--- src/rtl/core/bltsa_pkg.sv ---
// Shared types and constants for the block-linear texture address generator.
// No dependencies; imported by every module of the block.
`timescale 1ns / 1ps
package bltsa_pkg;

	localparam int COORD_W      = 14;
	localparam int SLICE_W      = 11;
	localparam int OFFSET_W     = 32;
	localparam int BPP_W        = 5;
	localparam int DIM_W        = 15;
	localparam int LOG2_W       = 3;
	localparam int ALIGN_W      = 5;
	localparam int CFG_DATA_W   = 32;
	localparam int CFG_IDX_W    = 4;
	localparam int IN_FIELDS_W  = 2 * COORD_W + SLICE_W;
	localparam int IN_W         = ((IN_FIELDS_W + 7) / 8) * 8;
	localparam int OUT_W        = 2 * OFFSET_W;
	localparam int USER_W       = 8;
	localparam int GOB_X_LOG2     = 6;
	localparam int GOB_Y_LOG2     = 3;
	localparam int GOB_BYTES_LOG2 = 9;
	localparam int QUEUE_DEPTH  = 4;
	localparam int QUEUE_AW     = $clog2(QUEUE_DEPTH);

	typedef enum logic [CFG_IDX_W-1:0] {
		REG_BPP       = 4'd0,
		REG_WIDTH     = 4'd1,
		REG_HEIGHT    = 4'd2,
		REG_BH_LOG2   = 4'd3,
		REG_BD_LOG2   = 4'd4,
		REG_ALIGN     = 4'd5,
		REG_SRC_SIZE  = 4'd6,
		REG_LIN_SRC   = 4'd7
	} cfg_reg_t;

	typedef struct packed {
		logic [BPP_W-1:0]    bpp;
		logic [DIM_W-1:0]    height;
		logic [LOG2_W-1:0]   bh_log2;
		logic [LOG2_W-1:0]   bd_log2;
		logic [OFFSET_W-1:0] src_size;
		logic                lin_src;
		logic                bpp_ok;
		logic [OFFSET_W-1:0] pitch;
		logic [OFFSET_W-1:0] pitch_h;
		logic [OFFSET_W-1:0] blk_bytes;
		logic [OFFSET_W-1:0] slc_bytes;
	} cfg_t;

	typedef struct packed {
		logic [COORD_W-1:0] column;
		logic [COORD_W-1:0] line;
		logic [SLICE_W-1:0] slice;
		logic               new_line;
		logic               fmt_err;
	} item_t;

endpackage

--- src/rtl/core/bltsa_queue.sv ---
// Small queue of classified items between front and back end.
// Depends on bltsa_pkg.
`timescale 1ns / 1ps
module bltsa_queue
	import bltsa_pkg::*;
(
	input  logic  clk,
	input  logic  arst_n,
	input  logic  push,
	input  item_t push_item,
	input  logic  pop,
	output item_t head,
	output logic  empty,
	output logic  full
);

	item_t             mem_q [QUEUE_DEPTH];
	logic [QUEUE_AW:0] wr_ptr_q;
	logic [QUEUE_AW:0] rd_ptr_q;

	assign empty = (wr_ptr_q == rd_ptr_q);
	assign full  = (wr_ptr_q[QUEUE_AW] != rd_ptr_q[QUEUE_AW]) &&
	               (wr_ptr_q[QUEUE_AW-1:0] == rd_ptr_q[QUEUE_AW-1:0]);
	assign head  = mem_q[rd_ptr_q[QUEUE_AW-1:0]];

	always_ff @(posedge clk or negedge arst_n) begin
		if (!arst_n) begin
			wr_ptr_q <= '0;
			rd_ptr_q <= '0;
		end else begin
			if (push) wr_ptr_q <= wr_ptr_q + 1'b1;
			if (pop)  rd_ptr_q <= rd_ptr_q + 1'b1;
		end
	end

	always_ff @(posedge clk) begin
		if (push) mem_q[wr_ptr_q[QUEUE_AW-1:0]] <= push_item;
	end

endmodule

--- config.mk ---
export PLATFORM = sky130hd
export DESIGN_NAME = bltsa_queue
export DESIGN_NICKNAME = d
export VERILOG_FILES = /design/src/rtl/core/bltsa_pkg.sv /design/src/rtl/core/bltsa_queue.sv
export SDC_FILE = /design/constraint.sdc
export NUM_CORES = 1
export LEC_CHECK = 0
export BUFFER_PORTS_ARGS = -buffer_cell sky130_fd_sc_hd__buf_2
export CAP_MARGIN = 30
export CORE_ASPECT_RATIO = 0.5
export CORE_MARGIN = 2
export CORE_UTILIZATION = 60
export CTS_CLUSTER_SIZE = 20
export DETAILED_ROUTE_END_ITERATION = 6
export GPL_TIMING_DRIVEN = 0
export PLACE_DENSITY = 0.83
export SETUP_SLACK_MARGIN = 0.4
export SYNTH_ARGS = -nofsm -noshare
export SYNTH_HDL_FRONTEND = slang
export SYNTH_SLANG_ARGS = --single-unit
--- constraint.sdc ---
create_clock -name clk -period 6.5 [get_ports clk]
set_input_delay 0.65 -clock clk [delete_from_list [all_inputs] [get_ports clk]]
set_output_delay 0.65 -clock clk [all_outputs]
set_load 0.05 [all_outputs]
## After elaboration in Yosys (flattened, before gate mapping)

Memory sizes are Yosys's and may differ from the RTL's.
Index checks and enable logic that the tools add are counted.

| cells by class | value |
|---|---|
| $add $sub $neg | 2 |
| multiply operators | 0 |
| div/mod/pow operators | 0 |
| magnitude comparators | 0 |
| equality and inequality tests | 3 |
| shifts and indexed selects | 0 |
| mux-type cells | 2 |
| bitwise gates (word level) | 0 |
| reductions and logical operators | 1 |

Operators with widths:

| kind | number |
|---|---|
| 3-bit by 1-bit adder with 3-bit output (second input constant) | 2 |
| 3-bit == test | 1 |
| 2-bit == test | 1 |
| 1-bit 2-to-1 mux | 2 |
| 1-bit logical AND | 1 |
| 1-bit != test | 1 |

| storage, ports and cells | value |
|---|---|
| bits in registers | 6 |
| bits in latches | 0 |
| RAM bits | 164 |
| ROM bits | 0 |
| bits of input ports | 45 |
| output and inout port bits | 43 |
| logic and storage cells | 11 |
| memories | 1 |

Memories:

| memory | depth | bits a word | rd ports | clocked after Yosys merged registers in | write ports | line | source |
|---|---|---|---|---|---|---|---|
| mem_q | 4 | 41 | 1 | 0 | 1 | bltsa_queue.sv:17 | `item_t mem_q [QUEUE_DEPTH];` |

## Logic depth before layout (Yosys ltp)

| logic depth | value |
|---|---|
| word-level depth | 2 |
| mapped depth | 4 |
| mapped depth without buffers | 4 |

## Worst setup path before layout

OpenSTA, ideal clock, no wires.

| timing | value |
|---|---|
| kind | reg2out |
| from | register rd_ptr_q[0] |
| to | output port empty |
| arrival | 1.995 ns |
| required time | 5.850 ns |
| path slack | 3.855 ns |
| cell stages (with the launch flop) | 5 |
| path buffers | 2 |
| cell sequence | dfrtp_1 > buf_6 > buf_12 > xor2_1 > nor3b_1 |

| between the ends | value |
|---|---|
| cells in the longest elaborated chain, start to end | 1 |

RTL lines:

| what | line | source |
|---|---|---|
| start, declared | bltsa_queue.sv:19 | `logic [QUEUE_AW:0] rd_ptr_q;` |
| start signal, assigned | bltsa_queue.sv:32 | `if (pop) rd_ptr_q <= rd_ptr_q + 1'b1;` |
| 3-bit == test | bltsa_queue.sv:21 | `assign empty = (wr_ptr_q == rd_ptr_q);` |
| end, declared | bltsa_queue.sv:13 | `output logic empty,` |

Every way passes these cells.

==> impl_metrics.csv <==
group,metric,value,unit
status,run_status,"finished, final reports clean",
placement,dp.cells,476,
synthesis,yosys_warnings,0,
finish,syn2layout_area_growth,20.0,%
die,dieWidth,149,um
global_route,grt_pass1_wl,17.2,mm
synthesis,synthArstFlopShare,3.53,%
synthesis,seq_area_frac_synth,80.3,%
synthesis,synth_edf_count,164,
synthesis,synth.top_cell.area_share,77.9,%
setup_path,r2r_end,"mem_q[0][8]$_DFFE_PP_",
die,io_pins,88,
timing,setup_ws,3.94,ns
timing,post-route-min-period,2.56,ns
synthesis,syn_area,6320,um2
route,drt_iter0_markers,180,
setup_path,r2r_start,"wr_ptr_q[0]$_DFFE_PN0P_",
setup_path,slowest_stage,"mux4_2",
global_route,use_met1,27.1,%
synthesis,syn-instance-count,245,
power,finalPower,4.05,mW
clocking,numClockSinks,170,
setup_path,rr_worst_depth,4,
finish,utilization,74.2,%
power,power.share.combinational,39.3,%
die,initial_core_util,61.9,%
synthesis,synth_area_leaders,"edfxtp_1 (78%), mux4_2 (14%), dfrtp_1 (2.4%)",
die,core,10200,um2
clocking,clk_latency,0.42,ns
power,ir_drop,0.000327,V
clocking,post_cts_buffers,0,
clocking,h-tree-depth,4,
placement,place.gp.congestion,0.648,
setup_path,end_kind,"primary output",
route,wire_per_inst,21.8,um
finish,nNetsFinal,405,
route,vias,2887,
route,avgViaCountPerCell,5.68,
clocking,cts-root-buf,"clkbuf_16",
timing,hold_violations,0,
setup_path,critical_path_class,"flop to primary output",
clocking,path_clk_slew,0.06,ns
power,clock_power_share,23.6,%
global_route,grt_pass1_vias,3178,
timing,setup_viol,0,
setup_path,crit_family,"buffers and inverters",
route,ant_nets,0,
synthesis,synthTopCellsByCount,"edfxtp_1 (164), mux4_2 (38), dfrtp_1 (6)",
clocking,cts_tree,"built",
die,placementRows,26,
clocking,cts_hold_buf,0,
route,drt_drc_violations_left,0,
setup_path,slowest_delay,0.53,ns
setup_path,rrSetupSlack,4.79,ns
die,die_area,11400,um2
power,p_int,2.49,mW
clocking,cts_made_buffers,17,
setup_path,crit_required,5.85,ns
finish,diodes,0,
min_path,hold_path.class,"input port to asynchronous set/reset pin",
finish,nFillCells,598,
global_route,grt.met3_usage,4.67,%
timing,fin_crit_sh,39.4,%
setup_path,arrival,1.91,ns
placement,place_area,7010,um2
timing,holdWs,0.0463,ns
synthesis,synth_area_per_cell,25.8,um2
placement,dp_slack,4.36,ns
global_route,grt-ovfl-total,0,
timing,setup_tns,0,ns
placement,hpwl,6.86,mm
clocking,cts.repair.resized,0,
finish,stdcell_count,508,
timing,fin_skew,0.0116,ns
route,totalWireLength,11.1,mm
finish,design_area,7580,um2
finish,drive_gt1_share,47.6,%
global_route,gr-usage-met2,35.8,%
synthesis,synth_nets,295,
synthesis,yosys.area.top_type,"edfxtp_1",
timing,worst_slew_pin_slew,0.367,ns
power,p_sw,1.56,mW
setup_path,critPathMaxFanout,10,
timing,fmaxAchievable,391,MHz
synthesis,yosysMostFrequentCell,"edfxtp_1",
setup_path,cp.buffers_inverters,3,
placement,io_buffers,87,
power,powerDensity,534,nW/um2
power,seq_power_share,37.1,%
setup_path,worstPathCellList,"buf_6 -> buf_12 -> mux4_2 -> buf_2",
synthesis,synth_ff_type,"edfxtp_1",
synthesis,ys_ff_latch,170,
clocking,cts_max_path_buffers,2,
global_route,grt_most_used_layer,"met2",
global_route,grtUsageTotal,21.2,%
power,p_leak,2.66,nW
synthesis,yosysUniqueCellTypes,17,
die,die_h,76.6,um
route,drt_pass1_iterations,4,
timing,grt_setup_unrepaired,"no",
global_route,grt_max_degree,33,
timing,final_max_slew_viol_count,0,
flow_run,maxCapViolCount,0,
timing,relSlewSlack,75.5,%
setup_path,crit_path_start_kind,"flop",
power,switching_share,38.6,%
global_route,antenna_found_initial,0,
[layout by cell type, fill, tap and decap left out, types with 4 or more instances in the layout]
| cell type | netlist | final |
|---|---|---|
| clkinvlp_4 | 0 | 4 |
| buf_2 | 5 | 92 |
| dfrtp_1 | 6 | 6 |
| and2_2 | 0 | 4 |
| mux4_2 | 38 | 38 |
| buf_12 | 4 | 8 |
| clkbuf_16 | 0 | 17 |
| xor2_1 | 5 | 5 |
| ha_1 | 5 | 5 |
| inv_6 | 0 | 4 |
| edfxtp_1 | 164 | 164 |
[state kept, by name, summed over array words and instances, names as in the netlist]
signal	count
wr_ptr_q	3
mem_q	164
rd_ptr_q	3
[power by group through the flow]
stage	Sequential (mW)	Clock, mW	Combinational, mW
6_report	1.50	0.955	1.59
5_1_grt	1.51	1.02	1.68
2_1_floorplan	1.50	0	1.26
3_5_place_dp	1.52	0	1.60
4_1_cts	1.50	0.973	1.62
3_3_place_gp	1.51	0	1.54
[cells by family after synthesis]
group	Yosys count	share of synthesized area, %
buffers and inverters	12	1.96
DFF	170	80.3
adders and majority gates	5	0.990
and+or+nand+nor	8	0.713
muxes	42	15.0
xor gates and xnor gates	7	0.970
AOI/OAI and AO/OA	1	0.0791
[worst reg2reg max path, delay by kind of cell (launching register included)]
family        cells  cell delay [ns]
simple gates      1             0.36
fa+ha+maj         1             0.15
flops             1             0.46
buf+inv           2             0.41
[routing by layer]
metal	up-vias	share of wire [%]
met2	84	54
met3	21	4.2
li1	1267	-
met5	-	0
met1	1515	40
met4	0	2.0
[worst max-delay path by stage]
stage / from / endpoint / slack (ns) / cells after the start
floorplan: rd_ptr_q[0]$_DFFE_PN0P_ / empty / 3.85 / 4
finish: rd_ptr_q[0]$_DFFE_PN0P_ / head[15] / 3.94 / 4
CTS: rd_ptr_q[0]$_DFFE_PN0P_ / head[15] / 3.91 / 4
detailed placement: rd_ptr_q[0]$_DFFE_PN0P_ / head[5] / 4.36 / 4
global placement: push / mem_q[3][8]$_DFFE_PP_ / 3.66 / 2
global route: rd_ptr_q[0]$_DFFE_PN0P_ / head[5] / 3.86 / 4
[cell type report]
| type | instances | area, um2 | share of cell area [%] |
|---|---|---|---|
| clock buffers | 18 | 429 | 5.66 |
| clock inverters | 14 | 138 | 1.82 |
| flip-flops and latches | 170 | 5070 | 66.9 |
| multi-input cells | 63 | 1120 | 14.8 |
| inverters | 2 | 7.51 | 0.0990 |
| plain buffers | 10 | 116 | 1.53 |
| well taps | 140 | 175 | 2.31 |
| repair buffers | 91 | 515 | 6.80 |
(Power assumes the default switching activity.)
