===== src/rtl/core/bltsa_pkg.sv =====
// Shared types and constants for the block-linear texture address generator.
// No dependencies; imported by every module of the block.
`timescale 1ns / 1ps
package bltsa_pkg;

	localparam int COORD_W      = 14;
	localparam int SLICE_W      = 11;
	localparam int OFFSET_W     = 32;
	localparam int BPP_W        = 5;
	localparam int DIM_W        = 15;
	localparam int LOG2_W       = 3;
	localparam int ALIGN_W      = 5;
	localparam int CFG_DATA_W   = 32;
	localparam int CFG_IDX_W    = 4;
	localparam int IN_FIELDS_W  = 2 * COORD_W + SLICE_W;
	localparam int IN_W         = ((IN_FIELDS_W + 7) / 8) * 8;
	localparam int OUT_W        = 2 * OFFSET_W;
	localparam int USER_W       = 8;
	localparam int GOB_X_LOG2     = 6;
	localparam int GOB_Y_LOG2     = 3;
	localparam int GOB_BYTES_LOG2 = 9;
	localparam int QUEUE_DEPTH  = 4;
	localparam int QUEUE_AW     = $clog2(QUEUE_DEPTH);

	typedef enum logic [CFG_IDX_W-1:0] {
		REG_BPP       = 4'd0,
		REG_WIDTH     = 4'd1,
		REG_HEIGHT    = 4'd2,
		REG_BH_LOG2   = 4'd3,
		REG_BD_LOG2   = 4'd4,
		REG_ALIGN     = 4'd5,
		REG_SRC_SIZE  = 4'd6,
		REG_LIN_SRC   = 4'd7
	} cfg_reg_t;

	typedef struct packed {
		logic [BPP_W-1:0]    bpp;
		logic [DIM_W-1:0]    height;
		logic [LOG2_W-1:0]   bh_log2;
		logic [LOG2_W-1:0]   bd_log2;
		logic [OFFSET_W-1:0] src_size;
		logic                lin_src;
		logic                bpp_ok;
		logic [OFFSET_W-1:0] pitch;
		logic [OFFSET_W-1:0] pitch_h;
		logic [OFFSET_W-1:0] blk_bytes;
		logic [OFFSET_W-1:0] slc_bytes;
	} cfg_t;

	typedef struct packed {
		logic [COORD_W-1:0] column;
		logic [COORD_W-1:0] line;
		logic [SLICE_W-1:0] slice;
		logic               new_line;
		logic               fmt_err;
	} item_t;

endpackage


===== src/rtl/core/bltsa_back.sv =====
// Back end: three-stage address pipeline (products, sums, bound check and output).
// Depends on bltsa_pkg.
`timescale 1ns / 1ps
module bltsa_back
	import bltsa_pkg::*;
(
	input  logic              clk,
	input  logic              arst_n,
	input  cfg_t              cfg,
	input  item_t             head,
	input  logic              empty,
	output logic              pop,
	output logic              m_tvalid,
	input  logic              m_tready,
	output logic [OUT_W-1:0]  m_tdata,
	output logic [USER_W-1:0] m_tuser
);

	logic adv;

	logic                valid_s1;
	logic [18:0]         x_s1;
	logic [OFFSET_W-1:0] zlin_s1;
	logic [OFFSET_W-1:0] ylin_s1;
	logic [OFFSET_W-1:0] zt_s1;
	logic [OFFSET_W-1:0] yt_s1;
	logic [COORD_W-1:0]  line_s1;
	logic [SLICE_W-1:0]  slice_s1;
	logic                new_line_s1;
	logic                fmt_err_s1;

	logic                valid_s2;
	logic [OFFSET_W-1:0] src_s2;
	logic [OFFSET_W-1:0] dst_s2;
	logic                new_line_s2;
	logic                fmt_err_s2;

	logic                aborted_q;
	logic [OFFSET_W-1:0] src_s3;
	logic [OFFSET_W-1:0] dst_s3;
	logic                copy_s3;
	logic                fmt_err_s3;

	logic [42:0]          zlin_p;
	logic [45:0]          ylin_p;
	logic [42:0]          zt_p;
	logic [42:0]          yt_p;
	logic [COORD_W-4:0]   by_in;

	logic [SLICE_W-1:0]   bd_mask;
	logic [COORD_W-4:0]   bh_mask;
	logic [COORD_W-4:0]   by_s1;
	logic [4:0]           z_sh;
	logic [4:0]           x_sh;
	logic [OFFSET_W-1:0]  oz;
	logic [OFFSET_W-1:0]  oy;
	logic [63:0]          ox_wide;
	logic [8:0]           entry;
	logic [OFFSET_W-1:0]  tiled;
	logic [OFFSET_W-1:0]  lin;
	logic                 aborted_d;

	assign adv = !m_tvalid || m_tready;
	assign pop = adv && !empty;

	// stage 1 products
	assign by_in  = head.line[COORD_W-1:GOB_Y_LOG2];
	assign zlin_p = 43'(head.slice) * 43'(cfg.pitch_h);
	assign ylin_p = 46'(head.line) * 46'(cfg.pitch);
	assign zt_p   = 43'(head.slice >> cfg.bd_log2) * 43'(cfg.slc_bytes);
	assign yt_p   = 43'(by_in >> cfg.bh_log2) * 43'(cfg.blk_bytes);

	// stage 2 sums
	assign bd_mask = (SLICE_W'(1) << cfg.bd_log2) - SLICE_W'(1);
	assign bh_mask = ((COORD_W-3)'(1) << cfg.bh_log2) - (COORD_W-3)'(1);
	assign by_s1   = line_s1[COORD_W-1:GOB_Y_LOG2];
	assign z_sh    = 5'(GOB_BYTES_LOG2) + 5'(cfg.bh_log2);
	assign x_sh    = z_sh + 5'(cfg.bd_log2);
	assign oz      = zt_s1 + (OFFSET_W'(slice_s1 & bd_mask) << z_sh);
	assign oy      = yt_s1 + (OFFSET_W'(by_s1 & bh_mask) << GOB_BYTES_LOG2);
	assign ox_wide = 64'(x_s1 >> GOB_X_LOG2) << x_sh;
	assign entry   = {x_s1[5], line_s1[2:1], x_s1[4], line_s1[0], x_s1[3:0]};
	assign tiled   = (oz + oy + ox_wide[OFFSET_W-1:0]) | OFFSET_W'(entry);
	assign lin     = zlin_s1 + ylin_s1 + OFFSET_W'(x_s1);

	// stage 3 bound check
	always_comb begin
		aborted_d = new_line_s2 ? 1'b0 : aborted_q;
		if (!fmt_err_s2 && !aborted_d && (src_s2 >= cfg.src_size)) aborted_d = 1'b1;
	end

	always_ff @(posedge clk or negedge arst_n) begin
		if (!arst_n) begin
			valid_s1  <= 1'b0;
			valid_s2  <= 1'b0;
			m_tvalid  <= 1'b0;
			aborted_q <= 1'b0;
		end else if (adv) begin
			valid_s1 <= !empty;
			valid_s2 <= valid_s1;
			m_tvalid <= valid_s2;
			if (valid_s2) aborted_q <= aborted_d;
		end
	end

	always_ff @(posedge clk) begin
		if (adv) begin
			x_s1        <= 19'(head.column) * 19'(cfg.bpp);
			zlin_s1     <= zlin_p[OFFSET_W-1:0];
			ylin_s1     <= ylin_p[OFFSET_W-1:0];
			zt_s1       <= zt_p[OFFSET_W-1:0];
			yt_s1       <= yt_p[OFFSET_W-1:0];
			line_s1     <= head.line;
			slice_s1    <= head.slice;
			new_line_s1 <= head.new_line;
			fmt_err_s1  <= head.fmt_err;

			src_s2      <= cfg.lin_src ? lin : tiled;
			dst_s2      <= cfg.lin_src ? tiled : lin;
			new_line_s2 <= new_line_s1;
			fmt_err_s2  <= fmt_err_s1;

			src_s3      <= fmt_err_s2 ? '0 : src_s2;
			dst_s3      <= fmt_err_s2 ? '0 : dst_s2;
			copy_s3     <= !fmt_err_s2 && !aborted_d;
			fmt_err_s3  <= fmt_err_s2;
		end
	end

	assign m_tdata = {dst_s3, src_s3};
	assign m_tuser = {6'b0, fmt_err_s3, copy_s3};

endmodule


===== config.mk =====
export PLATFORM = sky130hd
export DESIGN_NAME = bltsa_back
export DESIGN_NICKNAME = d
export VERILOG_FILES = /design/src/rtl/core/bltsa_pkg.sv /design/src/rtl/core/bltsa_back.sv
export SDC_FILE = /design/constraint.sdc
export NUM_CORES = 2
export LEC_CHECK = 0
export BUFFER_PORTS_ARGS = -buffer_cell sky130_fd_sc_hd__buf_2
export CAP_MARGIN = 20
export CORE_UTILIZATION = 35
export DETAILED_ROUTE_END_ITERATION = 12
export GPL_ROUTABILITY_DRIVEN = 0
export SYNTH_ARGS = -nofsm -noshare
export SYNTH_HDL_FRONTEND = slang
export SYNTH_SLANG_ARGS = --single-unit

===== constraint.sdc =====
create_clock -name clk -period 8.4 [get_ports clk]
set_input_delay 2.1 -clock clk [delete_from_list [all_inputs] [get_ports clk]]
set_output_delay 2.1 -clock clk [all_outputs]
set_load 0.03 [all_outputs]

# After elaboration in Yosys (flattened, before gate mapping)
# Index checks and enable logic that the tools add are counted.
# totals
register_bits	310
word_cells	61
# op_classes
mux	4
mul	5
bitwise_logic	3
n_addsub	10
shift	6
order_cmp	1
reduce_logical	11
# op_table
operator	n
adder 32 bit	4
multiplier 43 x 32 -> 32 bit	2
>> shifter 11 x 3 -> 43 bit	2
2-to-1 mux 32 bit	2
adder 32 x 19 -> 32 bit	1
adder 32 x 20 -> 32 bit	1
>= comparator 32 bit	1
multiplier 11 x 32 -> 32 bit	1
multiplier 14 x 32 -> 32 bit	1
OR 32 x 9 -> 32 bit	1
<< shifter 11 x 5 -> 32 bit	1
<< shifter 13 x 5 -> 32 bit	1
bitwise AND 11 bit	2
<< shifter 1 x 3 -> 11 bit (first input constant)	2
subtractor 11 x 2 -> 11 bit (second input constant)	2
multiplier 14 x 5 -> 19 bit	1
adder 4 x 3 -> 5 bit (first input constant)	1
adder 5 x 3 -> 5 bit	1
zero test 1 bit	5
logical AND 1 bit	4
2-to-1 mux 1 bit	2
AND reduction 2 bit	1
logical OR 1 bit	1

# Depth between registers and ports, before layout
# depth
word_depth	9
ltp_mapped	33
mapped_depth_nobuf	30

# Least setup slack after synthesis
# Ideal clock, no wire load.
# synth_path
path_type	input to register
startpoint	input cfg[164] in the netlist's numbering
endpoint	register zt_s1[31] (data pin)
slack_ns	-1.065
setup_time_ns	0.260
t_required_ns	8.140
path_buffers	2
cell_stages	28
t_arrival_ns	9.205
cell_sequence	clkbuf_1 inv_2 o31ai_1 clkbuf_1 and2_1 fa_1 fa_1 inv_1 fa_1 fa_1 inv_1 ha_1 ha_1 fa_1 inv_1 fa_1 inv_1 ha_1 nand2_1 a211oi_1 a21boi_1 o31a_1 o31ai_1 a221oi_1 a21oi_1 a21o_1 a21oi_1 xnor2_1
# synth_between
elab_chain_cells	2
# synth_lines
item	line	rtl
from (decl)	bltsa_back.sv:9	input cfg_t cfg,
>> shifter 11 x 3 -> 43 bit	bltsa_back.sv:70	assign zt_p = 43'(head.slice >> cfg.bd_log2) * 43'(cfg.slc_bytes);
multiplier 43 x 32 -> 32 bit	bltsa_back.sv:70	
named net zt_p[31]	bltsa_back.sv:46	logic [42:0] zt_p;
to (signal assigned)	bltsa_back.sv:111	zt_s1 <= zt_p[OFFSET_W-1:0];
to (decl)	bltsa_back.sv:25	logic [OFFSET_W-1:0] zt_s1;
# The timed path passes the listed nets, and every way through them passes these cells.
# A chain may end at the register's enable or synchronous reset.

# Final worst setup path
# layout_path
startpoint	input cfg[163] in the netlist's numbering
endpoint	register zt_s1[31] (data pin)
# Same word-level chain as after synthesis.

==> run metrics <==
outcome=complete, but fails checks; failing checks=setup timing; critical-path maximum fanout=6; total grt overflow=0; layout cells sized above 1=18.0%; multi-input logic area=47300 um2; Synth area leader=fa_1; CTS tree=built; full die area=173000 um2; crit path time final=8620 ps; leading cell type in the layout, fill and taps excluded=fa_1; vias=44917; first-pass GRT wire length=268 mm; Die Ht=416 um; Fin. Hold Viols=0; Setup crit end kind=flop; M1 WL=73.7 mm; Post-synth EDFFs=302; dominant cells by area after synthesis=fa_1 35%, edfxtp_1 15%, ha_1 13%; vias in the first global route=48406; clock root cell=clkbuf_16; DR iter-0 viols=2630; Worst slew margin=41.8%; CP Capture Point=zt_s1[31]$_DFFE_PN_; critical path launch point type=input pin; CTS clk-pin slew, worst paths=50 ps; Layout Area Growth over Synthesis=17.8%; hold crit path type=flop to flop; met3 wire length=8.16 mm; Slowest cell on crit path=fa_2; Reg-to-Reg End=src_s2[31]$_DFFE_PN_; Tcrit/Tclk final=103%; die width=416 um; synthesized area=59900 um2; WP data required=8690 ps; YS warnings=0; Main synth FF type=edfxtp_1; # fillers=16487; average vias per placed instance=4.95; Final setup viols=13; Post-synth ARST share=1.31%; highest routed layer=met5; Clock Sink Count=306; WL met2=82.7 mm; Crit path top cell by count=fa_1; 1st-pass router iterations=6; Port Buf Inserts=284; Residual DRC=0; final setup skew=38.1 ps; crit path launch=cfg[163]; H-tree lvl count=2; Num CTS Buffers=40; final hold slack=437 ps; RSZ-0062 raised after global routing=yes; Reg2Reg Depth=22; fin nets=8723; synthesized area per cell=9.63 um2; Total Wirelength=169 mm; setup ws final=-222 ps; Hold-fix buffers, CTS=0; clk_lat worst skew=570 ps; per-cell routed wire length=18.6 um; Post-DRT Antenna Nets=0; Max Fclk=116 MHz; # rows=151; worst reg2reg setup slack=2550 ps; Core Area=170000 um2; post-synthesis cell count=6214; r2r startpoint=x_s1[10]$_DFFE_PN_; Reg area=9170 um2; pin count of the biggest net entering global routing=152; Max clock buf depth=3; sequential share of the synthesized area=15.3%; worst slew pin tran=874 ps; I/O Pins=307; Critical Path Max Stage Delay=590 ps; maxcap violations=0; Max Slew Vio Count=0; Seq cells post-synth=306; Crit Path Class=input pin to flop; top-area cell type share of the netlist area=35.1%; initial antenna violation count=40; total global routing track utilization=19.7%; most frequent cells in the layout=1019 x fa_1, 1018 x inv_1, 785 x nand2_1; initial core utilization=35.3%; post-synth cell types=86; DP HPWL=141 mm; CP arrival=8910 ps
-- state kept, by name (all words and copies together) (netlist names) --
signal and count:
zlin_s1 32, src_s2 32, dst_s3 32, new_line_s1 1, aborted_q 1, line_s1 14, src_s3 32, valid_s1 1
fmt_err_s3 1, fmt_err_s1 1, m_tvalid 1, zt_s1 32, ylin_s1 32, yt_s1 32, valid_s2 1, copy_s3 1
fmt_err_s2 1, x_s1 19, new_line_s2 1, slice_s1 7, dst_s2 32
-- final cells by class --
cell class                 count  area share (%)
timing repair buffer         845            8.61
multi-input combinational   4585            67.1
sequential                   306            13.0
clock inverter                29           0.369
antenna                        6          0.0213
inverter                    1045            5.57
clock buffer                  43            1.44
tap                         2218            3.94
-- worst min path at each step --
stage / end / cells past startpoint / slack (ps) / startpoint
2_1_floorplan: fmt_err_s2$_DFFE_PN_ / 0 / 400 / fmt_err_s1$_DFFE_PN_
3_3_place_gp: new_line_s2$_DFFE_PN_ / 0 / 410 / new_line_s1$_DFFE_PN_
3_5_place_dp: fmt_err_s2$_DFFE_PN_ / 0 / 430 / fmt_err_s1$_DFFE_PN_
4_1_cts: new_line_s2$_DFFE_PN_ / 0 / 450 / new_line_s1$_DFFE_PN_
5_1_grt: new_line_s2$_DFFE_PN_ / 0 / 460 / new_line_s1$_DFFE_PN_
6_report: new_line_s2$_DFFE_PN_ / 0 / 440 / new_line_s1$_DFFE_PN_
-- cells by family after synthesis --
family,share of synthesized area [%]
XOR/XNOR,4.04
AO/OA/AOI/OAI,6.68
flip-flops,15.3
multiplexers,1.42
adder cells (fa/ha/maj),48.0
buffers and inverters,8.39
other,0.00627
AND/OR/NAND/NOR,16.1
-- critical path: cells and delay by family --
family	cells	cell delay (ps)
buffers and inverters	6	570
xor gates and xnor gates	1	80
and+or+nand+nor	3	530
adders and majority gates	9	3500
muxes	2	380
AOI/OAI and AO/OA	9	1760
-- routing by layer --
layer  vias to the layer above  global-route usage (%)
met5                         -                       0
met2                      1157                    34.3
li1                      20663                       -
met3                       234                    1.87
met4                        20                    4.34
met1                     22843                    26.3
-- repair_timing --
item / CTS / global route
gates resized for setup: 184 / 142
pin swaps: 87 / 87
endpoints found under the setup margin: 29 / 55
cloned: 2 / 0
setup buffers: 46 / 16
-- metrics by stage --
| step | area (um2) | setup TNS (ps) | setup WS (ps) | util, % | std cells |
|---|---|---|---|---|---|
| floorplan | 60400 | -4330 | -457 | - | 6219 |
| global placement | 67300 | -37970 | -1030 | 39.7 | 8943 |
| detailed placement | 67300 | -42140 | -1200 | 39.7 | 8943 |
| CTS | 69700 | -837 | -148 | 41.1 | 9060 |
| global route | 70500 | -4680 | -405 | 41.6 | 9075 |
| finish | 70500 | -1380 | -222 | 41.6 | 9077 |
-- synth_stat cells (all sizes together), types with 4 or more instances --
cell type	instances
or3	11
and2	625
nand3	33
nor2	172
fa	1049
ha	618
o31a	8
mux2	31
a21oi	180
a21o	79
mux2i	41
nand2b	40
a41oi	6
xnor2	210
o41ai	4
a21boi	4
a2111oi	10
edfxtp	302
a31oi	22
mux4	4
xor2	66
a211oi	34
o31ai	12
nor3	49
inv	1043
dfrtp	4
or4	5
nand2	793
o21a	31
and3	31
nand4	15
buf	24
o211ai	11
o21bai	38
o21ai	139
a211o	8
o22ai	6
nor2b	141
or2	11
a22oi	4
a221oi	5
clkbuf	260
Power is not shown: default switching activity piles up to over one toggle a cycle in this logic, so the estimate is an artifact.
