--- config.mk ---
export PLATFORM = sky130hd
export DESIGN_NAME = bltsa_front
export DESIGN_NICKNAME = d
export VERILOG_FILES = /design/src/rtl/core/bltsa_pkg.sv /design/src/rtl/core/bltsa_front.sv
export SDC_FILE = /design/constraint.sdc
export NUM_CORES = 1
export LEC_CHECK = 0
export ABC_AREA = 1
export BUFFER_PORTS_ARGS = -buffer_cell sky130_fd_sc_hd__buf_4
export CORE_MARGIN = 8
export CORE_UTILIZATION = 45
export DETAILED_ROUTE_END_ITERATION = 8
export GPL_TIMING_DRIVEN = 0
export PLACE_DENSITY = 0.8
export SYNTH_ARGS = -nofsm -noshare
export SYNTH_HDL_FRONTEND = slang
export SYNTH_SLANG_ARGS = --single-unit
--- constraint.sdc ---
create_clock -name clk -period 1.1 [get_ports clk]
set_input_delay 0.22 -clock clk [delete_from_list [all_inputs] [get_ports clk]]
set_output_delay 0.22 -clock clk [all_outputs]
set_load 0.02 [all_outputs]
--- src/rtl/core/bltsa_pkg.sv ---
// Shared types and constants for the block-linear texture address generator.
// No dependencies; imported by every module of the block.
`timescale 1ns / 1ps
package bltsa_pkg;

	localparam int COORD_W      = 14;
	localparam int SLICE_W      = 11;
	localparam int OFFSET_W     = 32;
	localparam int BPP_W        = 5;
	localparam int DIM_W        = 15;
	localparam int LOG2_W       = 3;
	localparam int ALIGN_W      = 5;
	localparam int CFG_DATA_W   = 32;
	localparam int CFG_IDX_W    = 4;
	localparam int IN_FIELDS_W  = 2 * COORD_W + SLICE_W;
	localparam int IN_W         = ((IN_FIELDS_W + 7) / 8) * 8;
	localparam int OUT_W        = 2 * OFFSET_W;
	localparam int USER_W       = 8;
	localparam int GOB_X_LOG2     = 6;
	localparam int GOB_Y_LOG2     = 3;
	localparam int GOB_BYTES_LOG2 = 9;
	localparam int QUEUE_DEPTH  = 4;
	localparam int QUEUE_AW     = $clog2(QUEUE_DEPTH);

	typedef enum logic [CFG_IDX_W-1:0] {
		REG_BPP       = 4'd0,
		REG_WIDTH     = 4'd1,
		REG_HEIGHT    = 4'd2,
		REG_BH_LOG2   = 4'd3,
		REG_BD_LOG2   = 4'd4,
		REG_ALIGN     = 4'd5,
		REG_SRC_SIZE  = 4'd6,
		REG_LIN_SRC   = 4'd7
	} cfg_reg_t;

	typedef struct packed {
		logic [BPP_W-1:0]    bpp;
		logic [DIM_W-1:0]    height;
		logic [LOG2_W-1:0]   bh_log2;
		logic [LOG2_W-1:0]   bd_log2;
		logic [OFFSET_W-1:0] src_size;
		logic                lin_src;
		logic                bpp_ok;
		logic [OFFSET_W-1:0] pitch;
		logic [OFFSET_W-1:0] pitch_h;
		logic [OFFSET_W-1:0] blk_bytes;
		logic [OFFSET_W-1:0] slc_bytes;
	} cfg_t;

	typedef struct packed {
		logic [COORD_W-1:0] column;
		logic [COORD_W-1:0] line;
		logic [SLICE_W-1:0] slice;
		logic               new_line;
		logic               fmt_err;
	} item_t;

endpackage

--- src/rtl/core/bltsa_front.sv ---
// Front end: accepts coordinate transactions, flags new lines and bad texel size.
// Depends on bltsa_pkg.
`timescale 1ns / 1ps
module bltsa_front
	import bltsa_pkg::*;
(
	input  logic            clk,
	input  logic            arst_n,
	input  logic            s_tvalid,
	output logic            s_tready,
	input  logic [IN_W-1:0] s_tdata,
	input  logic            cfg_busy,
	input  logic            cfg_bpp_ok,
	input  logic            queue_full,
	output logic            push,
	output item_t           push_item
);

	logic [COORD_W-1:0] prev_line_q;
	logic [SLICE_W-1:0] prev_slice_q;
	logic [COORD_W-1:0] line_in;
	logic [SLICE_W-1:0] slice_in;

	assign line_in  = s_tdata[2*COORD_W-1:COORD_W];
	assign slice_in = s_tdata[IN_FIELDS_W-1:2*COORD_W];
	assign s_tready = !cfg_busy && !queue_full;
	assign push     = s_tvalid && s_tready;

	always_comb begin
		push_item.column   = s_tdata[COORD_W-1:0];
		push_item.line     = line_in;
		push_item.slice    = slice_in;
		push_item.new_line = (line_in != prev_line_q) || (slice_in != prev_slice_q);
		push_item.fmt_err  = !cfg_bpp_ok;
	end

	always_ff @(posedge clk or negedge arst_n) begin
		if (!arst_n) begin
			prev_line_q  <= '0;
			prev_slice_q <= '0;
		end else if (push) begin
			prev_line_q  <= line_in;
			prev_slice_q <= slice_in;
		end
	end

endmodule

; Word level (Yosys, flattened, before mapping)
; Index checks and enable logic that the tools add are counted.
[totals]
regBits = 25
latch_bits = 0
mem_bits_rw = 0
romBits = 0
in_bits = 46
out_inout_bits = 43
mem_count = 0
[op_classes]
add_sub_neg = 0
n_mul = 0
div_mod_pow = 0
order_cmp = 0
n_eq_ne = 2
n_shift = 0
mux = 0
n_bitwise = 0
n_reduce_logical = 6
[ops]
columns = operator, count
row1 = $ne A14 B14 Y1, 1
row2 = $ne A11 B11 Y1, 1
row3 = $logic_not A1 Y1, 3
row4 = $logic_and A1 B1 Y1, 2
row5 = $logic_or A1 B1 Y1, 1

; Longest topological paths before layout
; Gate-level depths: netlist of the first run.
[logic_depth]
depth_word = 3
ltp_mapped = 7
depth_no_buf = 7

; Worst setup path before layout of the first run
; Ideal clock, no wire load.
[synth_path]
path_type = reg2out
from = register prev_slice_q[6]
to = output push_item[1] in the netlist's numbering
t_arrival_ps = 923
t_required_ps = 880
slack_ps = -43
path_stages_with_launch = 6
n_path_buf = 0
path_cell_list = dfrtp_1 -> xor2_1 -> nor2_1 -> nand2_1 -> nor2_1 -> nand3_1
[synth_rtl]
columns = element, line_no
row1 = from (decl), bltsa_front.sv:20  ; logic [SLICE_W-1:0] prev_slice_q;
row2 = from (signal assigned), bltsa_front.sv:43  ; prev_slice_q <= slice_in;
row3 = to (decl), bltsa_front.sv:16  ; output item_t push_item

==> results of run 1 <==
## path summary, 6_finish.rpt
| kind | startpoint | end | slack (ps) | cells after the start |
|---|---|---|---|---|
| max in group asynchronous | arst_n | prev_slice_q[4] | 470 | 2 |
| worst min register to register | prev_slice_q[2] | prev_slice_q[2] | 500 | 2 |
| worst max register to register | prev_line_q[7] | prev_line_q[7] | 310 | 3 |
| min in group asynchronous | arst_n | prev_slice_q[7] | 390 | 2 |
| worst max-delay path | prev_line_q[7] | push_item[1] | -490 | 8 |
| worst min-delay path | s_tdata[33] | prev_slice_q[5] | 170 | 3 |
## power by group
group	switching (W)	internal, W	total, W
sequential	0.000108	0.00107	0.00117
combinational	0.000445	0.000463	0.000908
clock	0.000282	0.000259	0.000541
total	0.000834	0.00179	0.00262
## Yosys cell counts (2+ instances only)
cell type	number
nand2_1	93
buf_4	40
inv_1	30
dfrtp_1	25
nor2_1	14
o21ai_0	14
xor2_1	8
nand3_1	3
xnor2_1	3
buf_6	2
## stage by stage
step	area, um^2	cells	hold WS [ps]	worst slack (ps)
2_1_floorplan	1672	236	-75.59	-7.880
3_3_place_gp	2280	357	142.0	-188.9
3_5_place_dp	2280	357	144.4	-226.8
4_1_cts	2361	363	169.1	-479.1
5_1_grt	2404	367	174.3	-574.9
6_report	2404	367	169.2	-486.1
## what timing repair did
item	CTS	global route
hold endpoints to repair	25	0
cloned	0	0
endpoints found under the setup margin	2	2
setup buffers	1	4
pin swaps	6	4
hold buffers	1	0
gates resized for setup	6	4
## sequential cells by signal (all words and copies together) (netlist names)
register and flops:
prev_line_q 14, prev_slice_q 11
## routing by layer
metal | wire [um] | part of all wire | vias to the layer above | GRT usage
met3 | 339 | 0.084 | 2 | 0.05594
li1 | - | - | 819 | -
met4 | 17 | 0.0042 | 0 | 0.03269
met2 | 1965 | 0.49 | 53 | 0.2379
met5 | 0 | 0 | - | 0
met1 | 1714 | 0.42 | 713 | 0.1442
## critical path: cells and delay by family, from the launching register on
kind	cells	cell delay (ps)
AND/OR/NAND/NOR	6	520
flip-flops	1	380
buffers and inverters	2	190
## area by class of cell
class                   instances  area (um^2)
clock buffers                   4        45.04
flip-flops and latches         25        625.6
fillers                       334         1202
multi-input cells             137        620.6
well taps                      48        60.06
plain buffers                  44        336.6
repair buffers                 79        603.1
inverters                      30        112.6
## logic make-up (layout without fill, tap and decap cells)
| family | after synthesis | count (layout) | share of synthesized area |
|---|---|---|---|
| and+or+nand+nor | 112 | 112 | 0.2575 |
| DFF | 25 | 25 | 0.3754 |
| buffers and inverters | 74 | 157 | 0.2673 |
| AOI/OAI and AO/OA | 14 | 14 | 0.04204 |
| xor gates and xnor gates | 11 | 11 | 0.05781 |
==> results.md, run 1 <==
* Clock Sinks at 25
* Synth unique cells at 14
* P_leak at approximately 1.4 nW
* Synth Instances at 236
* Worst-Skew Late Latency at between 200 and 300 ps
* First-pass GRT wire length at 6810 um
* Number of global-route vias before repair at roughly 1600
* Layout cell share with drive strength beyond 1 at 0.4201
* Pwr Total at around 0.0026 W
* Pins Over Slew Limit at 0
* Die height at 76.86 um
* Tcrit/Tclk final at 1.442
* Ant diodes at 0
* Cells along the critical path: inv_1 > nand2_1 > nand2_1 > nor2_2 > nand3_2 > nor2_2 > nand3_2 > buf_6
* Tmin final at ~1600 ps
* Setup ws final at -486.1 ps
* Run status: finished with violations
* Die width at around 77 um
* Via count at approximately 1600
* CP max FO at 3
* Avg Cell Area, Syn at 7.062 um^2
* Area Growth Syn to Fin at 44.22%
* Drt wl/cell at about 11 um
* Synth Flop Type: dfrtp_1
* CTS clock-pin slew for the worst setup and hold paths at 80 ps
* # H-tree levels at 1
* Gp weighted congestion at 0.7502
* Post-Synthesis Net Count at 282
* Clk buf depth at 2
* Most common cell after layout, fill and taps aside: buf_4
* Worst Path Required at 880 ps
* Vias per inst at around 4.3
* Hold crit path type: input pin to flip-flop
* Crit path kind: flip-flop to primary output
* Async SR Flop Fraction at 1.000
* Initial antenna violation count at 0
* Worst Tran Pin Value at approximately 320 ps
* Worst Path Arrival at approximately 1400 ps
* Die ar. at around 6000 um^2
* Area leader, netlist: dfrtp_1
* Peak supply drop at about 570 uV
* Max cap viols at 0
* Clock root buffer: clkbuf_8
* Hpwl dp at between 3000 and 4000 um
* DR iter-0 viols at between 100 and 150
* Total Wirelength at around 4000 um
* Final Util at 0.6666
* 1st-pass router iterations at 4
* Synthesized area at between 1500 and 2000 um^2
* Num CTS Buffers at 3
* Violated checks: setup timing
* Fin nets at around 370
* DRC Markers at 0
* Critical-path top delay cell: dfrtp_1
* Commonest non-fill, non-tap cells in the layout: buf_4 (115), nand2_1 (93), inv_1 (29)
* Final hold vios at 0
* Ports at a little under 90
* Input/output buffers at between 70 and 80
* Largest net degree at the start of global routing at 26
* Overflow after GRT at 0
* FP Rows at 22
* Largest cells by area after synthesis: dfrtp_1 (38%), nand2_1 (21%), buf_4 (18%), inv_1 (6.8%), o21ai_0 (4.2%)
* RSZ-0062 raised after global routing: yes
* FF+latch count, synth at 25
* PD cells at between 1000 and 1500 nW/um^2
* Sequential cell area fraction in the yosys report at 0.3754
* Total GRT Usage at 0.1346
* Synth top area share at 0.3754
* Initial Util at 0.4622
* CTS tree: built
* Core Region at approximately 3600 um^2
* Worst Skew at 0 ps
* Critical path endpoint category: primary output
* Setup Total Neg Slack at -486.1 ps
* Max frequency at 0.6305 GHz
* Routed Antenna Nets at 0
* Max-Slew Margin vs Limit at 0.7870
* Critical Path Start Type: flip-flop
* Number of synthesized flops with an enable pin at 0
* Yosys warns at 0
* Largest stage delay on the critical path at about 380 ps
* Final setup fails at 1
No activity file was read; power rests on OpenSTA's default activity.
==> run 2: changes to the inputs <==
--- a/config.mk
+++ b/config.mk
@@ -7,7 +7,7 @@
 export LEC_CHECK = 0
 export ABC_AREA = 1
 export BUFFER_PORTS_ARGS = -buffer_cell sky130_fd_sc_hd__buf_4
-export CORE_MARGIN = 8
+export CORE_MARGIN = 1
 export CORE_UTILIZATION = 45
 export DETAILED_ROUTE_END_ITERATION = 8
 export GPL_TIMING_DRIVEN = 0
==> results.md, run 2 (same netlist as run 1, synthesis figures left out) <==
* Final setup fails at 1
* RSZ-0062 raised after global routing: yes
* Layout cell share with drive strength beyond 1 at 0.4069
* Crit path kind: flip-flop to primary output
* Hold Path Depth at 3
* # H-tree levels at 1
* Total GRT Usage at 0.1881
* Num CTS Buffers at 3
* CP Depth at 7
* Worst-Skew Late Latency at approximately 260 ps
* 1st-pass router iterations at 4
* Area Growth Syn to Fin at 42.57%
* Routed Antenna Nets at 0
* Critical-path top delay cell: dfrtp_1
* Worst Path Arrival at 1330 ps
* DRC Markers at 0
* Die height at ~63 um
* Overflow after GRT at 0
* Gp weighted congestion at between 0.7 and 0.8
* Pre-CTS setup slack at -197.6 ps
* Die ar. at 3951 um^2
* Clock root buffer: clkbuf_8
* Initial Util at 0.4842
* Fin nets at 364
* Crit path buffers/inverters at 1
* Max frequency at approximately 0.64 GHz
* Initial antenna violation count at 0
* CP max FO at 3
* Total Wirelength at approximately 3500 um
* Worst Tran Pin Value at between 300 and 400 ps
* FP Rows at 21
* Most used cell, CP: nand2_1
* Input/output buffers at 73
* Finished Cell Area at approximately 2400 um^2
* Critical path endpoint category: primary output
* Register-to-Register Path Depth at 3
* Final hold vios at 0
* Critical Path Start Type: flip-flop
* Drt wl/cell at around 9.7 um
* PD cells at between 1000 and 1500 nW/um^2
* Setup ws final at -454.4 ps
* Die width at 62.86 um
* Largest regs: prev_line_q x14, prev_slice_q x11
* Commonest non-fill, non-tap cells in the layout: buf_4 (113), nand2_1 (93), inv_1 (29)
* Largest stage delay on the critical path at ~400 ps
* Clk buf depth at 2
* Max reg flops at 14
* Ant diodes at 0
* CTS clock-pin slew for the worst setup and hold paths at around 90 ps
* Tcrit/Tclk final at 1.413
* Number of global-route vias before repair at ~1500
* Max cap viols at 0
* Crit path max-delay family: simple AND/OR/NAND/NOR gates
* Violated checks: setup timing
* Cells along the critical path: nand2_1 > nand2_1 > nor2_1 > nand3_1 > nor2_2 > nand3_2 > buf_6
* Worst Path Required at around 880 ps
* Run status: finished with violations
* Largest net degree at the start of global routing at 26
* Pins Over Slew Limit at 0
* CTS tree: built
* Max-Slew Margin vs Limit at 0.7874
* Most common cell after layout, fill and taps aside: buf_4
* Peak supply drop at roughly 560 uV
* First-pass GRT wire length at 5996 um
* Worst Skew at 0 ps
* Vias per inst at 4.322
* Core Region at 3442 um^2
* Tmin final at 1554 ps
* Placed inst area at approximately 2300 um^2
* Biggest register: prev_line_q
* DR iter-0 viols at 59
* Hold crit path type: input pin to flip-flop
* Clock Sinks at 25
* Hpwl dp at between 2000 and 3000 um
* Final Util at 0.6903
* Via count at 1569
* Ports at 89
* P_leak at about 1.4 nW
run 2: metal layers:
metal / share of wire / track usage / wire [um]
met1: 0.44 / 0.2279 / 1555
met4: 0.0074 / 0.04360 / 26
met2: 0.49 / 0.3424 / 1729
met5: 0 / 0 / 0
met3: 0.064 / 0.03285 / 226
run 2: path summary, 6_finish.rpt:
check                                      from               to  slack [ps]
max in group asynchronous                arst_n  prev_slice_q[6]         470
worst max register to register  prev_line_q[10]  prev_line_q[10]         320
worst min register to register  prev_line_q[12]  prev_line_q[12]         500
min in group asynchronous                arst_n  prev_slice_q[5]         390
worst max-delay path            prev_line_q[11]     push_item[1]        -450
worst min-delay path                s_tdata[34]  prev_slice_q[6]         170
run 2: worst min-delay path, delay by kind of cell:
family	cells	cell delay [ps]
simple gates	2	90
buf+inv	1	90
run 2: cell type report:
class | instances | area, um^2
timing repair buffer | 77 | 588.1
clock buffer | 4 | 45.04
fill | 304 | 1066
buffer | 44 | 336.6
tap | 46 | 57.56
sequential | 25 | 625.6
inverter | 30 | 112.6
multi-input combinational | 137 | 610.6
run 2: power by group:
part	total (W)	leakage (nW)	internal, W	switching [W]
sequential	0.00117	0.312	0.00107	0.000106
clock	0.000543	0.0228	0.000259	0.000284
combinational	0.000882	1.07	0.000450	0.000432
run 2: stage by stage:
stage,std cells,power (W),hold slack (ps),setup TNS [ps]
floorplan,236,0.001725,-75.59,-7.880
global placement,355,0.002018,139.0,-287.1
detailed placement,355,0.002052,143.1,-300.1
CTS,362,0.002602,168.7,-470.3
global route,363,0.002784,172.5,-572.3
finish,363,0.002596,167.2,-454.4
run 2: what timing repair did:
action	in CTS	in global routing
hold endpoints to repair	25	0
buffers inserted	2	1
pin swaps	6	4
endpoints found under the setup margin	2	2
resized for setup	5	2
hold buffers	1	0
