### config.mk
export PLATFORM = sky130hd
export DESIGN_NAME = bltsa_cfg
export DESIGN_NICKNAME = d
export VERILOG_FILES = /design/src/rtl/core/bltsa_pkg.sv /design/src/rtl/core/bltsa_cfg.sv
export SDC_FILE = /design/constraint.sdc
export NUM_CORES = 2
export LEC_CHECK = 0
export ABC_AREA = 1
export ABC_CLOCK_PERIOD_IN_PS = 8700
export BUFFER_PORTS_ARGS = -buffer_cell sky130_fd_sc_hd__buf_2
export CAP_MARGIN = 20
export CORE_AREA = 5 5 314 316
export CTS_CLUSTER_DIAMETER = 40
export DETAILED_ROUTE_END_ITERATION = 8
export DIE_AREA = 0 0 319 321
export PLACE_DENSITY_LB_ADDON = 0.08
export SLEW_MARGIN = 20
export SYNTH_ARGS = -nofsm -noshare
export SYNTH_HDL_FRONTEND = slang
export SYNTH_SLANG_ARGS = --single-unit
### constraint.sdc
create_clock -name clk -period 8.7 [get_ports clk]
set_input_delay 0.87 -clock clk [delete_from_list [all_inputs] [get_ports clk]]
set_output_delay 0.87 -clock clk [all_outputs]
set_load 0.02 [all_outputs]
### src/rtl/core/bltsa_pkg.sv
// Shared types and constants for the block-linear texture address generator.
// No dependencies; imported by every module of the block.
`timescale 1ns / 1ps
package bltsa_pkg;

	localparam int COORD_W      = 14;
	localparam int SLICE_W      = 11;
	localparam int OFFSET_W     = 32;
	localparam int BPP_W        = 5;
	localparam int DIM_W        = 15;
	localparam int LOG2_W       = 3;
	localparam int ALIGN_W      = 5;
	localparam int CFG_DATA_W   = 32;
	localparam int CFG_IDX_W    = 4;
	localparam int IN_FIELDS_W  = 2 * COORD_W + SLICE_W;
	localparam int IN_W         = ((IN_FIELDS_W + 7) / 8) * 8;
	localparam int OUT_W        = 2 * OFFSET_W;
	localparam int USER_W       = 8;
	localparam int GOB_X_LOG2     = 6;
	localparam int GOB_Y_LOG2     = 3;
	localparam int GOB_BYTES_LOG2 = 9;
	localparam int QUEUE_DEPTH  = 4;
	localparam int QUEUE_AW     = $clog2(QUEUE_DEPTH);

	typedef enum logic [CFG_IDX_W-1:0] {
		REG_BPP       = 4'd0,
		REG_WIDTH     = 4'd1,
		REG_HEIGHT    = 4'd2,
		REG_BH_LOG2   = 4'd3,
		REG_BD_LOG2   = 4'd4,
		REG_ALIGN     = 4'd5,
		REG_SRC_SIZE  = 4'd6,
		REG_LIN_SRC   = 4'd7
	} cfg_reg_t;

	typedef struct packed {
		logic [BPP_W-1:0]    bpp;
		logic [DIM_W-1:0]    height;
		logic [LOG2_W-1:0]   bh_log2;
		logic [LOG2_W-1:0]   bd_log2;
		logic [OFFSET_W-1:0] src_size;
		logic                lin_src;
		logic                bpp_ok;
		logic [OFFSET_W-1:0] pitch;
		logic [OFFSET_W-1:0] pitch_h;
		logic [OFFSET_W-1:0] blk_bytes;
		logic [OFFSET_W-1:0] slc_bytes;
	} cfg_t;

	typedef struct packed {
		logic [COORD_W-1:0] column;
		logic [COORD_W-1:0] line;
		logic [SLICE_W-1:0] slice;
		logic               new_line;
		logic               fmt_err;
	} item_t;

endpackage

### src/rtl/core/bltsa_cfg.sv
// Configuration registers and the derive sequencer (pitch, block and slice sizes).
// Depends on bltsa_pkg.
`timescale 1ns / 1ps
module bltsa_cfg
	import bltsa_pkg::*;
(
	input  logic                  clk,
	input  logic                  arst_n,
	input  logic                  cfg_valid,
	output logic                  cfg_ready,
	input  logic [CFG_IDX_W-1:0]  cfg_index,
	input  logic [CFG_DATA_W-1:0] cfg_data,
	output cfg_t                  cfg,
	output logic                  busy
);

	typedef enum logic [1:0] {D_IDLE, D_STRIDE, D_BLOCK, D_SLICE} dstate_t;

	dstate_t              state_q;
	logic [BPP_W-1:0]     bpp_q;
	logic [DIM_W-1:0]     width_q;
	logic [DIM_W-1:0]     height_q;
	logic [LOG2_W-1:0]    bh_q;
	logic [LOG2_W-1:0]    bd_q;
	logic [ALIGN_W-1:0]   align_q;
	logic [OFFSET_W-1:0]  src_size_q;
	logic                 lin_src_q;
	logic [OFFSET_W-1:0]  pitch_q;
	logic [OFFSET_W-1:0]  pitch_h_q;
	logic [OFFSET_W-1:0]  block_q;
	logic [OFFSET_W-1:0]  slice_q;
	logic [37:0]          stride_q;
	logic [15:0]          ceil_h_q;

	logic [32:0] align_mask;
	logic [32:0] aligned_w;
	logic [37:0] stride_d;
	logic [19:0] pitch_d;
	logic [32:0] gobs_x;
	logic [4:0]  block_sh;
	logic [63:0] block_wide;
	logic [3:0]  h_sh;
	logic [15:0] ceil_h_d;
	logic [46:0] pitch_h_wide;
	logic [47:0] slice_wide;
	logic        wr;

	assign wr        = cfg_valid && cfg_ready;
	assign cfg_ready = (state_q == D_IDLE);
	assign busy      = (state_q != D_IDLE);

	assign align_mask   = (33'd1 << align_q) - 33'd1;
	assign aligned_w    = (33'(width_q) + align_mask) & ~align_mask;
	assign stride_d     = 38'(aligned_w) * 38'(bpp_q);
	assign pitch_d      = 20'(width_q) * 20'(bpp_q);
	assign gobs_x       = 33'((stride_q + 38'd63) >> GOB_X_LOG2);
	assign block_sh     = 5'(GOB_BYTES_LOG2) + 5'(bh_q) + 5'(bd_q);
	assign block_wide   = 64'(gobs_x) << block_sh;
	assign h_sh         = 4'(bh_q) + 4'(GOB_Y_LOG2);
	assign ceil_h_d     = (16'(height_q) + (16'd1 << h_sh) - 16'd1) >> h_sh;
	assign pitch_h_wide = 47'(pitch_q) * 47'(height_q);
	assign slice_wide   = 48'(ceil_h_q) * 48'(block_q);

	always_ff @(posedge clk or negedge arst_n) begin
		if (!arst_n) begin
			state_q     <= D_STRIDE;
			bpp_q       <= BPP_W'(4);
			width_q     <= DIM_W'(1);
			height_q    <= DIM_W'(1);
			bh_q        <= '0;
			bd_q        <= '0;
			align_q     <= '0;
			src_size_q  <= '0;
			lin_src_q   <= 1'b0;
			stride_q    <= '0;
			pitch_q     <= '0;
			pitch_h_q   <= '0;
			block_q     <= '0;
			ceil_h_q    <= '0;
			slice_q     <= '0;
		end else begin
			unique case (state_q)
				D_IDLE: begin
					if (wr) begin
						state_q <= (cfg_index <= REG_LIN_SRC) ? D_STRIDE : D_IDLE;
						unique case (cfg_reg_t'(cfg_index))
							REG_BPP:      bpp_q      <= cfg_data[BPP_W-1:0];
							REG_WIDTH:    width_q    <= cfg_data[DIM_W-1:0];
							REG_HEIGHT:   height_q   <= cfg_data[DIM_W-1:0];
							REG_BH_LOG2:  bh_q       <= cfg_data[LOG2_W-1:0];
							REG_BD_LOG2:  bd_q       <= cfg_data[LOG2_W-1:0];
							REG_ALIGN:    align_q    <= cfg_data[ALIGN_W-1:0];
							REG_SRC_SIZE: src_size_q <= cfg_data[OFFSET_W-1:0];
							REG_LIN_SRC:  lin_src_q  <= cfg_data[0];
							default: ;
						endcase
					end
				end
				D_STRIDE: begin
					state_q  <= D_BLOCK;
					stride_q <= stride_d;
					pitch_q  <= 32'(pitch_d);
				end
				D_BLOCK: begin
					state_q   <= D_SLICE;
					block_q   <= block_wide[OFFSET_W-1:0];
					ceil_h_q  <= ceil_h_d;
					pitch_h_q <= pitch_h_wide[OFFSET_W-1:0];
				end
				D_SLICE: begin
					state_q <= D_IDLE;
					slice_q <= slice_wide[OFFSET_W-1:0];
				end
				default: state_q <= D_IDLE;
			endcase
		end
	end

	always_comb begin
		cfg.bpp        = bpp_q;
		cfg.height     = height_q;
		cfg.bh_log2    = bh_q;
		cfg.bd_log2    = bd_q;
		cfg.src_size   = src_size_q;
		cfg.lin_src    = lin_src_q;
		cfg.bpp_ok     = (bpp_q == 5'd1) || (bpp_q == 5'd2) || (bpp_q == 5'd3) ||
		                 (bpp_q == 5'd4) || (bpp_q == 5'd6) || (bpp_q == 5'd8) ||
		                 (bpp_q == 5'd12) || (bpp_q == 5'd16);
		cfg.pitch      = pitch_q;
		cfg.pitch_h    = pitch_h_q;
		cfg.blk_bytes  = block_q;
		cfg.slc_bytes  = slice_q;
	end

endmodule

[Word level (Yosys, flattened, before mapping)]
Index checks and enable logic that the tools add are counted.
Storage, ports and cells
  register bits after elaboration: 251
  bits in latches: 0
  bits in writable memories: 0
  memory bits (read-only): 0
  input port bits: 39
  output and inout bits: 190
  word-level logic and storage cells: 75
  memories kept: 0
Cells by class
  add/subtract/negate cells: 8
  multiply operators: 4
  divide/modulo/power cells: 0
  order comparisons: 1
  equal/unequal tests: 19
  shifts and indexed selects: 4
  mux-type cells: 3
  bitwise gates (word level): 2
  reductions and logical operators: 19
Operators with widths (number)
  adder 38 x 6 -> 38 bit, second input constant: 1
  multiplier 33 x 5 -> 38 bit: 1
  adder 15 x 33 -> 33 bit: 1
  bitwise AND 33 bit: 1
  NOT 33 bit: 1
  left shift 1 x 5 -> 33 bit, first input constant: 1
  subtractor 33 x 1 -> 33 bit, second input constant: 1
  multiplier 16 x 32 -> 32 bit: 1
  multiplier 20 x 15 -> 32 bit: 1
  left shift 32 x 5 -> 32 bit: 1
  AND reduction 3 bit: 8
  multiplier 15 x 5 -> 20 bit: 1
  adder 15 x 16 -> 16 bit: 1
  == test 4 x 3 -> 1 bit, second input constant: 4
  left shift 1 x 4 -> 16 bit, first input constant: 1
  right shift 16 x 4 -> 16 bit: 1
  subtractor 16 x 1 -> 16 bit, second input constant: 1
  == test 5 x 2 -> 1 bit, second input constant: 2
  == test 5 x 3 -> 1 bit, second input constant: 2
  == test 5 x 4 -> 1 bit, second input constant: 2
  == test 4 x 2 -> 1 bit, second input constant: 2
  case mux 2 bit (4 select lines): 1
  logical OR 1 bit: 7
  adder 4 x 3 -> 5 bit, first input constant: 1
  15 further kinds: 16

[Logic depth before layout (Yosys ltp)]
  word-level depth: 8
  gate-level depth with buffers: 39

[Least setup slack after synthesis]
Ideal clock, no wire load.
  path kind: register to register
  start point: register align_q[2]
  end point: register stride_q[31]
  data arrival time: 6119 ps
  data required time: 8570 ps
  path slack: 2451 ps
  stages on the path, launching flop included: 36
  period minus slack after synthesis: 6249 ps
  path through: dfrtp_1 > buf_6 > nor3_4 > nand2_2 > ha_1 > or3_1 > nand2_1 > ha_1 > nand3_1 > nand2_1 > inv_1 > o21a_1 > o21ai_1 > a21oi_1 > o21ai_1 > xor2_1 > nand2_1 > nor2_1 > fa_1 > fa_1 > inv_1 > fa_1 > inv_1 > ha_1 > a21oi_1 > a21boi_0 > o21ai_0 > nand2_1 > nand3_1 > nand2_1 > nand2_1 > nand2_1 > nand2_1 > or2_2 > nand3_1 > o21ai_0
Between the ends
  longest elaborated chain between the ends: 5
  elaborated cells on any way between the ends: 6
  those cells by class: add/sub (2); mul (1); shift (1); bitwise (2)
RTL lines
  start, declared: line bltsa_cfg.sv:25  | logic [ALIGN_W-1:0] align_q;
  start signal, assigned: line bltsa_cfg.sv:92  | REG_ALIGN: align_q <= cfg_data[ALIGN_W-1:0];
  left shift 1 x 5 -> 33 bit (*): line bltsa_cfg.sv:52  | assign align_mask = (33'd1 << align_q) - 33'd1;
  subtractor 33 x 1 -> 33 bit (*): line bltsa_cfg.sv:52
  adder 15 x 33 -> 33 bit or NOT 33 bit (tied branches): line bltsa_cfg.sv:53  | assign aligned_w = (33'(width_q) + align_mask) & ~align_mask;
  bitwise AND 33 bit (*): line bltsa_cfg.sv:53
  multiplier 33 x 5 -> 38 bit (*): line bltsa_cfg.sv:54  | assign stride_d = 38'(aligned_w) * 38'(bpp_q);
  end signal, assigned: line bltsa_cfg.sv:101  | stride_q <= stride_d;
  end, declared: line bltsa_cfg.sv:32  | logic [37:0] stride_q;
Mark *: on every way between the ends. The rest lies on a longest branch, timed or not.
A chain may end at the register's enable or synchronous reset.

[Worst setup path after layout]
Ends and elaborated chain as after synthesis.

==> reports/qor.txt <==
status: finished, final reports clean
first-pass GRT wire length: 212500 µm
initial antenna violation count: 2
Yosys reg bits: 248
crit-path max FO: 8
type of origin of the critical path: flop
Worst Setup Slack post-DPL: 1.469 ns
Clock Path Buffers: 3
syn_area_per_cell: 7.255 µm²
critical path arrival: 7.70 ns
fillers: 9869
Worst-path clk slew: 0.05 ns
post-CTS setup repair buffer count: 0
gr usage total: 25.82%
Max Clock Skew: 0.04080 ns
hold violation total from the final report: 0
Least-Margin Pin Slew: 1.143 ns
main combinational cell family by area after synthesis: adder cells
uppermost layer routed: met4
Yosys cell types: 62
Core Footprint: 95710 µm²
Max Clk Rate: 0.1383 GHz
die area: 102400 µm²
Starting DRT DRC Count: 2330
CTS resizes: 0
CP Data Required Time: 9.17 ns
Layout Cells excl Fill: 7268
multiplexer share of the synthesized area: 0.4499%
# rows: 114
post-route cell area: 46540 µm²
Slew headroom: 23.80%
RSZ-0062 raised after global routing: no
Vert. Die Dim: 321 µm
diode count: 0
WL final: 131200 µm
cell at the root of the clock tree: clkbuf_16
crit path kind: flop to flop
final period utilization: 83.14%
share of layout cells above drive strength 1: 8.027%
Final #Nets: 6894
Synth Area in Adders: 37.61%
CP startpoint: align_q[2]
CP max-delay cell: dfrtp_1
setup ws final: 1.467 ns
YS warnings: 0
Post-route DRC: 0
Overflow after GRT: 0
area grow syn2layout: 9.381%
vias post-DR: 37230
Crit. End Element: flop
post-synthesis xor/xnor area fraction: 2.035%
Via density: 5.123
Reg area: 6211 µm²
M1 WL: 58930 µm
IO buf count: 216
Simple-Gate Fraction of Synth Area: 25.04%
Synth Flop Type: dfrtp_1
worst min-delay path class: primary input to asynchronous set/reset pin
number of synthesized flops with an enable pin: 0
antenna-violating nets left: 0
Crit path top cell by count: nand2_1
Starting Density: 44.46%
drt wl/cell: 18.05 µm
Synth Cell Area: 42550 µm²
sequential share of the synthesized area: 14.60%
worst skew pair latency: 0.64 ns
Final min period: 7.233 ns
CP max stage delay: 0.50 ns
Synth async-reset ratio: 100.0%
total of max-cap violations: 0
total CTS buffers: 53
Setup TNS: 0 ns
area of the multi-input gates: 30730 µm²
placed cell areas: 44650 µm²
Post-Place Cells: 7168
WL met2: 60450 µm
GPL Wtd Cong: 0.8941
Synth Area in Compound Gates: 6.896%
chip width: 319 µm
cells after synthesis: 5865
io pins: 229
CTS H-tree depth: 2
met3 WL post-DR: 7530 µm
dpl hpwl: 103200 µm
1st-pass router iterations: 6
CTS sink cnt: 248
Setup-failing EPs final: 0
CTS tree: built
CTS Hold Bufs: 0
Slew Viols, Final: 0
reg2reg start: align_q[2]
pin count of the biggest net entering global routing: 90
vias in the first global route: 38260
==> metrics by stage <==
| step | utilization, % | hold WS [ns] |
|---|---|---|
| 5_1_grt | 48.63 | 0.3058 |
| 3_3_place_gp | 46.65 | 0.4510 |
| 4_1_cts | 48.60 | 0.2863 |
| 6_report | 48.63 | 0.2304 |
| 2_1_floorplan | - | 0.4542 |
| 3_5_place_dp | 46.65 | 0.4534 |
==> final cells by class <==
type	count	share of cell area (%)
repair buffers	264	3.162
well taps	1276	3.430
clock buffers	59	2.963
clock inverters	40	1.043
multi-input cells	4139	66.03
inverters	1242	10.03
flip-flops and latches	248	13.35
==> synth_stat cells (13+ instances only) <==
library cell,n,area [µm²]
or2_2,40,250.2
inv_1,1226,4602
mux2_2,17,191.4
o21ai_0,232,1161
nand3b_1,20,150.1
buf_4,13,97.59
fa_1,620,12410
xnor2_1,43,376.6
a21oi_1,173,865.8
xor2_1,54,473.0
ha_1,287,3591
clkbuf_1,212,795.8
nor3_1,31,155.2
nor2_1,377,1415
nand3_1,387,1937
dfrtp_1,244,6106
a31oi_1,26,162.7
a21o_1,17,127.6
buf_1,23,86.33
nand4_1,35,219.0
o21bai_1,17,127.6
nand2_1,1639,6152
==> critical path, delay by kind of cell (launching register included) <==
kind,cells,cell delay [ns]
xor+xnor,1,0.20
fa+ha+maj,6,2.27
compound gates,8,1.53
flops,1,0.50
buf+inv,3,0.14
simple gates,16,2.47
==> layer usage <==
layer  GRT usage, %  up-vias
met5              0        -
met1          35.57    18170
li1               -    17850
met3          4.109      190
met4          7.550        0
met2          42.52     1025
==> placed cells by master (no fill, tap or decap), types with 11 or more instances in the layout <==
cell and instances:
nand4_1 35, conb_1 17, buf_4 47, xnor2_1 43
ha_1 285, nand2_1 1639, mux2_2 17, nor2_1 377
xor2_1 54, inv_1 1225, nand3b_1 20, a21o_1 17
o21bai_1 17, a21oi_1 173, a31oi_1 25, buf_2 215
clkbuf_16 53, nand3_1 386, nand2_2 11, dfrtp_1 244
fa_1 620, nor3_1 31, o21ai_0 232, or2_2 40
==> flip-flops by register name, indices dropped and copies added, names as in the netlist <==
signal / count
bd_q: 3
pitch_q: 20
height_q: 15
bh_q: 3
align_q: 5
state_q: 2
stride_q: 38
lin_src_q: 1
ceil_h_q: 13
width_q: 15
bpp_q: 5
src_size_q: 32
slice_q: 32
block_q: 32
pitch_h_q: 32
==> final timing paths <==
check	end	slack, ns	cells after the start
worst max register to register	stride_q[31]	1.47	34
min in group clk	pitch_h_q[2]	0.46	2
worst min register to register	pitch_h_q[2]	0.46	2
worst max-delay path	stride_q[31]	1.47	34
max in group asynchronous	align_q[4]	6.51	3
worst min-delay path	block_q[2]	0.23	1
==> logic make-up after synthesis <==
family,count (synthesis)
DFF,248
adders and majority gates,907
xor gates and xnor gates,98
buffers and inverters,1493
other,2
and+or+nand+nor,2574
AOI/OAI and AO/OA,526
muxes,17
Power is left out: the tool's default activity adds up to more than one toggle a clock period on the data nets, which glitch-free logic cannot reach.
